### config.mk
export PLATFORM = sky130hd
export DESIGN_NAME = escape_sequence_unescaper
export DESIGN_NICKNAME = d
export VERILOG_FILES = /design/src/rtl/esu_pkg.sv /design/src/rtl/escape_sequence_unescaper.sv /design/src/rtl/esu_decoder.sv /design/src/rtl/esu_out_fifo.sv
export SDC_FILE = /design/constraint.sdc
export NUM_CORES = 1
export LEC_CHECK = 0
export BUFFER_PORTS_ARGS = -buffer_cell sky130_fd_sc_hd__buf_2
export CAP_MARGIN = 40
export CORE_UTILIZATION = 40
export CTS_BUF_LIST = sky130_fd_sc_hd__clkbuf_8 sky130_fd_sc_hd__clkbuf_16
export DETAILED_ROUTE_END_ITERATION = 7
export SYNTH_ARGS = -nofsm -noshare
export SYNTH_HDL_FRONTEND = slang
export SYNTH_HIERARCHICAL = 1
export SYNTH_SLANG_ARGS = --single-unit
### constraint.sdc
create_clock -name aclk -period 9.9 [get_ports aclk]
set_input_delay 1.98 -clock aclk [delete_from_list [all_inputs] [get_ports aclk]]
set_output_delay 1.98 -clock aclk [all_outputs]
set_load 0.01 [all_outputs]
### src/rtl/esu_pkg.sv
`default_nettype none
package esu_pkg;

    // character codes
    localparam logic [7:0] CH_NUL    = 8'h00;
    localparam logic [7:0] CH_BSLASH = 8'h5C;
    localparam logic [7:0] CH_X      = 8'h78;
    localparam logic [7:0] CH_R      = 8'h72;
    localparam logic [7:0] CH_N      = 8'h6E;
    localparam logic [7:0] CH_T      = 8'h74;
    localparam logic [7:0] CH_UA     = 8'h41;
    localparam logic [7:0] CH_UZ     = 8'h5A;
    localparam logic [7:0] CH_LA     = 8'h61;
    localparam logic [7:0] CH_LZ     = 8'h7A;
    localparam logic [7:0] CH_0      = 8'h30;
    localparam logic [7:0] CH_9      = 8'h39;
    localparam logic [7:0] CH_CR     = 8'h0D;
    localparam logic [7:0] CH_LF     = 8'h0A;
    localparam logic [7:0] CH_TAB    = 8'h09;
    localparam logic [7:0] CH_BAD    = 8'hFF;
    localparam logic [7:0] ALPHA_BASE = 8'd10;

    // decoder modes
    localparam logic [1:0] MODE_PLAIN = 2'd0;
    localparam logic [1:0] MODE_ESC   = 2'd1;
    localparam logic [1:0] MODE_HEX1  = 2'd2;
    localparam logic [1:0] MODE_HEX2  = 2'd3;

    localparam int LEN_W = 16;
    localparam int IN_TDATA_W  = 8;
    localparam int OUT_TDATA_W = 8 + LEN_W;

    // output queue
    localparam int OQ_DEPTH = 4;
    localparam int OQ_PTR_W = $clog2(OQ_DEPTH);
    localparam int OQ_CNT_W = $clog2(OQ_DEPTH + 1);

    typedef struct packed {
        logic [7:0]       data;
        logic             last;
        logic [LEN_W-1:0] length;
    } esu_beat_t;

    // up to two result beats produced by one input byte
    typedef struct packed {
        logic [1:0] num;
        esu_beat_t  first;
        esu_beat_t  second;
    } esu_push_t;

    function automatic logic [7:0] digit_value(input logic [7:0] c);
        logic [7:0] v;
        if (c inside {[CH_UA:CH_UZ]}) begin
            v = c - CH_UA + ALPHA_BASE;
        end else if (c inside {[CH_LA:CH_LZ]}) begin
            v = c - CH_LA + ALPHA_BASE;
        end else if (c inside {[CH_0:CH_9]}) begin
            v = c - CH_0;
        end else begin
            v = CH_BAD;
        end
        return v;
    endfunction

    function automatic logic [LEN_W-1:0] sat_inc(input logic [LEN_W-1:0] v);
        return (v == {LEN_W{1'b1}}) ? v : v + LEN_W'(1);
    endfunction

endpackage
`default_nettype wire

### src/rtl/escape_sequence_unescaper.sv
`default_nettype none
// channel  | dir | signals                      | beat contents
// ---------+-----+------------------------------+------------------------------------
// s_       | in  | s_tvalid s_tready s_tdata    | one source character, 0 ends string
// m_       | out | m_tvalid m_tready m_tdata    | decoded byte, length on terminator
//          |     | m_tlast                      | high on the terminator beat
//
// An input beat is registered, decoded once the output queue has room and written
// to that four-entry queue. One input beat per cycle is taken while the queue has
// two free slots; the sustained rate is set by the single output port, one result
// beat per cycle while m_tready is high, so a two-result byte needs two beats.
// Reset (aresetn low, synchronous) empties the queue and returns to plain text.
// A stalled m_ side holds the queue and then the input register; no beat is lost.
module escape_sequence_unescaper (
    input  wire logic                            aclk,
    input  wire logic                            aresetn,
    input  wire logic                            s_tvalid,
    output logic                                 s_tready,
    input  wire logic [esu_pkg::IN_TDATA_W-1:0]  s_tdata,   // [7:0] in_byte
    output logic                                 m_tvalid,
    input  wire logic                            m_tready,
    output logic [esu_pkg::OUT_TDATA_W-1:0]      m_tdata,   // [7:0] out_byte, [23:8] out_length
    output logic                                 m_tlast
);
    import esu_pkg::*;

    logic       in_valid_reg, in_valid_next;
    logic [7:0] in_byte_reg;
    logic       room;
    logic       step;
    logic       s_fire;
    esu_push_t  push;

    assign step     = in_valid_reg && room;
    assign s_tready = !in_valid_reg || step;
    assign s_fire   = s_tvalid && s_tready;

    always_comb begin
        in_valid_next = in_valid_reg;
        if (s_fire) begin
            in_valid_next = 1'b1;
        end else if (step) begin
            in_valid_next = 1'b0;
        end
    end

    always_ff @(posedge aclk) begin
        if (!aresetn) begin
            in_valid_reg <= 1'b0;
        end else begin
            in_valid_reg <= in_valid_next;
        end
    end

    always_ff @(posedge aclk) begin
        if (s_fire) begin
            in_byte_reg <= s_tdata;
        end
    end

    esu_decoder u_decoder (
        .aclk    (aclk),
        .aresetn (aresetn),
        .step    (step),
        .in_byte (in_byte_reg),
        .push    (push)
    );

    esu_out_fifo u_out_fifo (
        .aclk     (aclk),
        .aresetn  (aresetn),
        .push     (push),
        .room     (room),
        .m_tvalid (m_tvalid),
        .m_tready (m_tready),
        .m_tdata  (m_tdata),
        .m_tlast  (m_tlast)
    );

endmodule
`default_nettype wire

### src/rtl/esu_decoder.sv
`default_nettype none
module esu_decoder (
    input  wire logic               aclk,
    input  wire logic               aresetn,
    input  wire logic               step,
    input  wire logic [7:0]         in_byte,
    output esu_pkg::esu_push_t      push
);
    import esu_pkg::*;

    logic [1:0]       mode_reg, mode_next;
    logic [7:0]       high_reg, high_next;
    logic [LEN_W-1:0] count_reg, count_next;
    logic [LEN_W-1:0] cnt1, cnt2;
    logic [7:0]       dval;
    esu_push_t        res;

    assign cnt1 = sat_inc(count_reg);
    assign cnt2 = sat_inc(cnt1);
    assign dval = digit_value(in_byte);

    always_comb begin
        res        = '0;
        mode_next  = mode_reg;
        high_next  = high_reg;
        count_next = count_reg;
        if (in_byte == CH_NUL) begin
            if (mode_reg == MODE_ESC) begin
                res.num          = 2'd2;
                res.first.data   = CH_BSLASH;
                res.second.last  = 1'b1;
                res.second.length = cnt1;
            end else if (mode_reg inside {MODE_HEX1, MODE_HEX2}) begin
                // unfinished hex escape
                res.num          = 2'd2;
                res.first.data   = CH_BAD;
                res.second.last  = 1'b1;
                res.second.length = cnt1;
            end else begin
                res.num          = 2'd1;
                res.first.last   = 1'b1;
                res.first.length = count_reg;
            end
            mode_next  = MODE_PLAIN;
            high_next  = '0;
            count_next = '0;
        end else begin
            case (mode_reg)
                MODE_PLAIN: begin
                    if (in_byte == CH_BSLASH) begin
                        mode_next = MODE_ESC;
                    end else begin
                        res.num        = 2'd1;
                        res.first.data = in_byte;
                        count_next     = cnt1;
                    end
                end
                MODE_ESC: begin
                    mode_next      = MODE_PLAIN;
                    res.num        = 2'd1;
                    count_next     = cnt1;
                    case (in_byte)
                        CH_BSLASH: res.first.data = CH_BSLASH;
                        CH_R:      res.first.data = CH_CR;
                        CH_N:      res.first.data = CH_LF;
                        CH_T:      res.first.data = CH_TAB;
                        CH_X: begin
                            res.num    = 2'd0;
                            count_next = count_reg;
                            mode_next  = MODE_HEX1;
                        end
                        default: begin
                            // unknown escape goes out verbatim
                            res.num         = 2'd2;
                            res.first.data  = CH_BSLASH;
                            res.second.data = in_byte;
                            count_next      = cnt2;
                        end
                    endcase
                end
                MODE_HEX1: begin
                    high_next = {dval[3:0], 4'b0000};
                    mode_next = MODE_HEX2;
                end
                default: begin
                    res.num        = 2'd1;
                    res.first.data = high_reg | dval;
                    count_next     = cnt1;
                    high_next      = '0;
                    mode_next      = MODE_PLAIN;
                end
            endcase
        end
    end

    always_ff @(posedge aclk) begin
        if (!aresetn) begin
            mode_reg  <= MODE_PLAIN;
            high_reg  <= '0;
            count_reg <= '0;
        end else if (step) begin
            mode_reg  <= mode_next;
            high_reg  <= high_next;
            count_reg <= count_next;
        end
    end

    always_comb begin
        push     = res;
        push.num = step ? res.num : 2'd0;
    end

    a_term_clears: assert property (@(posedge aclk) disable iff (!aresetn)
        step && in_byte == CH_NUL |=>
            count_reg == '0 && mode_reg == MODE_PLAIN && high_reg == '0)
        else $error("state not cleared after terminator");

    a_pair_first_not_last: assert property (@(posedge aclk) disable iff (!aresetn)
        push.num == 2'd2 |-> !push.first.last && push.second.data != CH_NUL ||
            push.num == 2'd2 && push.second.last)
        else $error("terminator placed first in a pair");

    a_term_length: assert property (@(posedge aclk) disable iff (!aresetn)
        step && in_byte == CH_NUL && mode_reg == MODE_PLAIN |->
            push.num == 2'd1 && push.first.last && push.first.length == count_reg)
        else $error("terminator length mismatch");

endmodule
`default_nettype wire

### src/rtl/esu_out_fifo.sv
`default_nettype none
module esu_out_fifo (
    input  wire logic                            aclk,
    input  wire logic                            aresetn,
    input  wire esu_pkg::esu_push_t              push,
    output logic                                 room,
    output logic                                 m_tvalid,
    input  wire logic                            m_tready,
    output logic [esu_pkg::OUT_TDATA_W-1:0]      m_tdata,
    output logic                                 m_tlast
);
    import esu_pkg::*;

    esu_beat_t             mem [OQ_DEPTH];
    logic [OQ_PTR_W-1:0]   wr_ptr_reg, rd_ptr_reg;
    logic [OQ_CNT_W-1:0]   count_reg, count_next;
    logic                  pop;
    esu_beat_t             head;

    assign pop      = m_tvalid && m_tready;
    assign m_tvalid = (count_reg != '0);
    // two free slots needed since one byte may give two beats
    assign room     = (count_reg <= OQ_CNT_W'(OQ_DEPTH - 2));
    assign head     = mem[rd_ptr_reg];
    assign m_tdata  = {head.length, head.data};
    assign m_tlast  = head.last;

    assign count_next = count_reg + OQ_CNT_W'(push.num) - OQ_CNT_W'(pop);

    always_ff @(posedge aclk) begin
        if (push.num != 2'd0) begin
            mem[wr_ptr_reg] <= push.first;
        end
        if (push.num == 2'd2) begin
            mem[wr_ptr_reg + OQ_PTR_W'(1)] <= push.second;
        end
    end

    always_ff @(posedge aclk) begin
        if (!aresetn) begin
            wr_ptr_reg <= '0;
            rd_ptr_reg <= '0;
            count_reg  <= '0;
        end else begin
            wr_ptr_reg <= wr_ptr_reg + OQ_PTR_W'(push.num);
            if (pop) begin
                rd_ptr_reg <= rd_ptr_reg + OQ_PTR_W'(1);
            end
            count_reg <= count_next;
        end
    end

    a_no_overflow: assert property (@(posedge aclk) disable iff (!aresetn)
        count_reg <= OQ_CNT_W'(OQ_DEPTH))
        else $error("output queue overflow");

    a_push_has_room: assert property (@(posedge aclk) disable iff (!aresetn)
        push.num != 2'd0 |-> room)
        else $error("push without two free slots");

    a_pop_drains: assert property (@(posedge aclk) disable iff (!aresetn)
        pop && push.num == 2'd0 |=> count_reg == $past(count_reg) - OQ_CNT_W'(1))
        else $error("queue count wrong after pop");

endmodule
`default_nettype wire
==> impl_metrics.json <==
{
  "async_reset_ff_share_pct": 0,
  "clk_pin_slew_ps": 60,
  "syn-cell-area_um2": 8617,
  "grt_antenna_before_repair": 0,
  "final_area_um2": 9697,
  "ys_seq_area_share_pct": 45.07,
  "synth.net_count": 765,
  "remaining_drc_errors": 0,
  "slowest_stage": "nor4bb_4",
  "die_x_um": 148.8,
  "cp-end-kind": "flip-flop",
  "final_common_cell": "edfxtp_1",
  "synth-edff-count": 108,
  "grt_overflow_total": 0,
  "fin_setup_tns_ps": 0,
  "cts_buffers": 17,
  "largest_reg_flops": 100,
  "status": "complete, no violations",
  "drive_above_1_share_pct": 27.71,
  "rows": 53,
  "tightest_slew_ps": 918.5,
  "r2r-end": "u_out_fifo/mem[3][19]",
  "yosys_warnings": 6,
  "min_path_cells": 2,
  "routedWlPerCell_um": 20.88,
  "synthCells": 736,
  "fillers": 1944,
  "cts_tree": "built",
  "ys_top_cells_by_area": "edfxtp_1 (38%), mux2_2 (10%), dfxtp_1 (7.4%)",
  "ff2ff_path_depth": 11,
  "cts_buffer_depth": 2,
  "syn_area_per_cell_um2": 11.71,
  "synth_fa_ha_area_share_pct": 2.556,
  "insertion_delay_ps": 430,
  "core_region_area_um2": 21090,
  "leakagePower_nw": 3.570,
  "grt.total_usage_pct": 20.21,
  "setup_viol": 0,
  "pin_count": 39,
  "drv_slew": 0,
  "synth_flop_cell": "edfxtp_1",
  "power_density_nw_per_um2": 180.2,
  "synth_top_family_by_area": "multiplexers",
  "synthXorXnorAreaFrac_pct": 2.352,
  "pre_cts_slack_ps": 5434,
  "dieArea_um2": 22130,
  "die_y_um": 148.8,
  "wl_um": 21720,
  "drt_iter0_markers": 483,
  "hold_ws_ps": 489.7,
  "min_period_ps": 4557,
  "hp-start": "u_decoder/high_reg[5]",
  "crit_arrival_ps": 4730,
  "cts.sinks": 140,
  "postCtsHoldBufs": 0,
  "synth_compound_area_share_pct": 9.583,
  "via_per_inst": 5.857,
  "grt_pass1_vias": 5891,
  "grt_pass1_wl_um": 33710,
  "critical_path_class": "reg2reg",
  "yosys.cell_types.count": 80,
  "cp-start-kind": "flip-flop",
  "fin_util_pct": 45.98,
  "drtAntennaViolNets": 0,
  "fin_crit_sh_pct": 46.03,
  "slew_headroom_pct": 38.20,
  "yosysTopAreaCell": "edfxtp_1",
  "cp_max_fo": 14,
  "holdPathEnd": "u_decoder/high_reg[5]",
  "vdd_drop_max_mv": 0.1148,
  "synth-seq-cells": 140,
  "drt_first_pass_iters": 5,
  "r2r_start": "in_byte_reg[1]",
  "dpl.hpwl_um": 15280,
  "required_ps": 10080,
  "hold_class": "reg2reg",
  "cts_setup_buffers": 0,
  "synth_mux_area_share_pct": 21.16,
  "setup_ws_ps": 5343,
  "diodes": 0,
  "areaGrowthSynthToFinish_pct": 12.53,
  "io_buffers": 38,
  "start_util_pct": 40.86,
  "rsz0062_at_grt": "false",
  "nets": 781,
  "root_buffer": "clkbuf_16",
  "clock_skew_ps": 10.26,
  "yosysTopAreaCellShare_pct": 37.64,
  "grt_max_degree": 30,
  "htree_levels": 4,
  "routabilityCongestion": 0.8720,
  "synth_simple_gate_area_share_pct": 14.88,
  "hold_viol": 0,
  "cp_slowest_stage_delay_ps": 880,
  "crit_chain": "inv_1 > ha_1 > mux2i_1 > o2bb2ai_1 > a21oi_1 > o21ai_1 > nor3_1 > o21a_1 > nor4bb_4 > buf_4 > mux2_2",
  "r2r_slack_ps": 5340,
  "maxCapViolCount": 0,
  "mostFrequentLayoutCells": "edfxtp_1 (108), mux2_2 (80), nand2_1 (44)",
  "fmax_mhz": 219.4,
  "cts-resized-gates": 0,
  "placedInstanceArea_um2": 9037,
  "vias": 6091
}
## layer usage
metal	part of all wire [%]	global-route usage (%)	routed length (um)
met5	0	0	0
met4	1.9	7.398	411
met2	47	32.29	10270
met1	46	27.66	10000
met3	4.8	3.272	1032
## synthesized netlist by cell type, types with 3 or more instances
master / n
buf_6: 8
nand3_1: 19
xor2_1: 7
buf_4: 6
o22ai_1: 4
nor3_1: 12
or3_1: 3
and4_1: 8
mux2i_1: 10
and2_1: 14
a41oi_1: 4
buf_2: 15
nand3b_1: 3
nor4_1: 6
a21o_1: 7
a21oi_1: 27
a21boi_0: 3
o31ai_1: 4
edfxtp_1: 108
nor2b_1: 12
o211ai_1: 4
dfxtp_1: 32
nand2_1: 44
xnor2_1: 11
inv_1: 19
clkbuf_1: 24
nor2_1: 40
a22o_1: 3
a31oi_1: 6
mux4_2: 25
o21ai_1: 5
ha_1: 16
mux2_1: 23
nand4_1: 12
and3_1: 23
mux2_2: 80
o21ai_0: 29
nand2b_1: 8
## area by class of cell
cell class / count / area [um2] / area share, %
clock inverter: 15 / 234.0 / 2.413
inverter: 19 / 71.32 / 0.7355
multi-input combinational: 522 / 4403 / 45.41
tap: 275 / 344.1 / 3.548
clock buffer: 17 / 425.4 / 4.387
timing repair buffer: 52 / 334.1 / 3.445
sequential: 140 / 3885 / 40.06
## worst max path at each step
stage / from / end
finish: in_byte_reg[1] / u_out_fifo/mem[3][19]
global route: in_byte_reg[1] / u_out_fifo/mem[3][19]
CTS: in_byte_reg[1] / u_out_fifo/mem[3][19]
detailed placement: in_byte_reg[1] / u_out_fifo/mem[3][19]
global placement: in_byte_reg[5] / u_out_fifo/mem[2][10]
floorplan: in_byte_reg[1] / u_out_fifo/mem[0][0]
## worst max-delay path, delay by kind of cell (launching register included)
| kind | cells | cell delay, ps |
|---|---|---|
| AO/OA/AOI/OAI | 4 | 990 |
| adder cells (fa/ha/maj) | 1 | 280 |
| buffers and inverters | 2 | 560 |
| flip-flops | 1 | 540 |
| multiplexers | 2 | 600 |
| AND/OR/NAND/NOR | 2 | 1320 |
## report_power, final
| group | total [mW] | switching (mW) | internal (mW) |
|---|---|---|---|
| Clock | 0.717 | 0.264 | 0.453 |
| Sequential | 0.713 | 0.0425 | 0.671 |
| Combinational | 0.317 | 0.154 | 0.163 |
## through the flow
step / power (mW) / cells
final: 1.748 / 1040
after global routing: 1.818 / 1040
after CTS: 1.763 / 1040
after detailed placement: 1.048 / 1008
after global placement: 1.031 / 1002
after floorplan: 0.9358 / 736
## kinds of logic (layout without fill, tap and decap cells)
family,count (synthesis),after routing
compound gates,123,123
xor+xnor,20,20
fa+ha+maj,17,17
buf+inv,74,103
flops,140,140
mux,138,138
simple gates,224,224
Note: power is estimated with default switching activity, not from simulation.
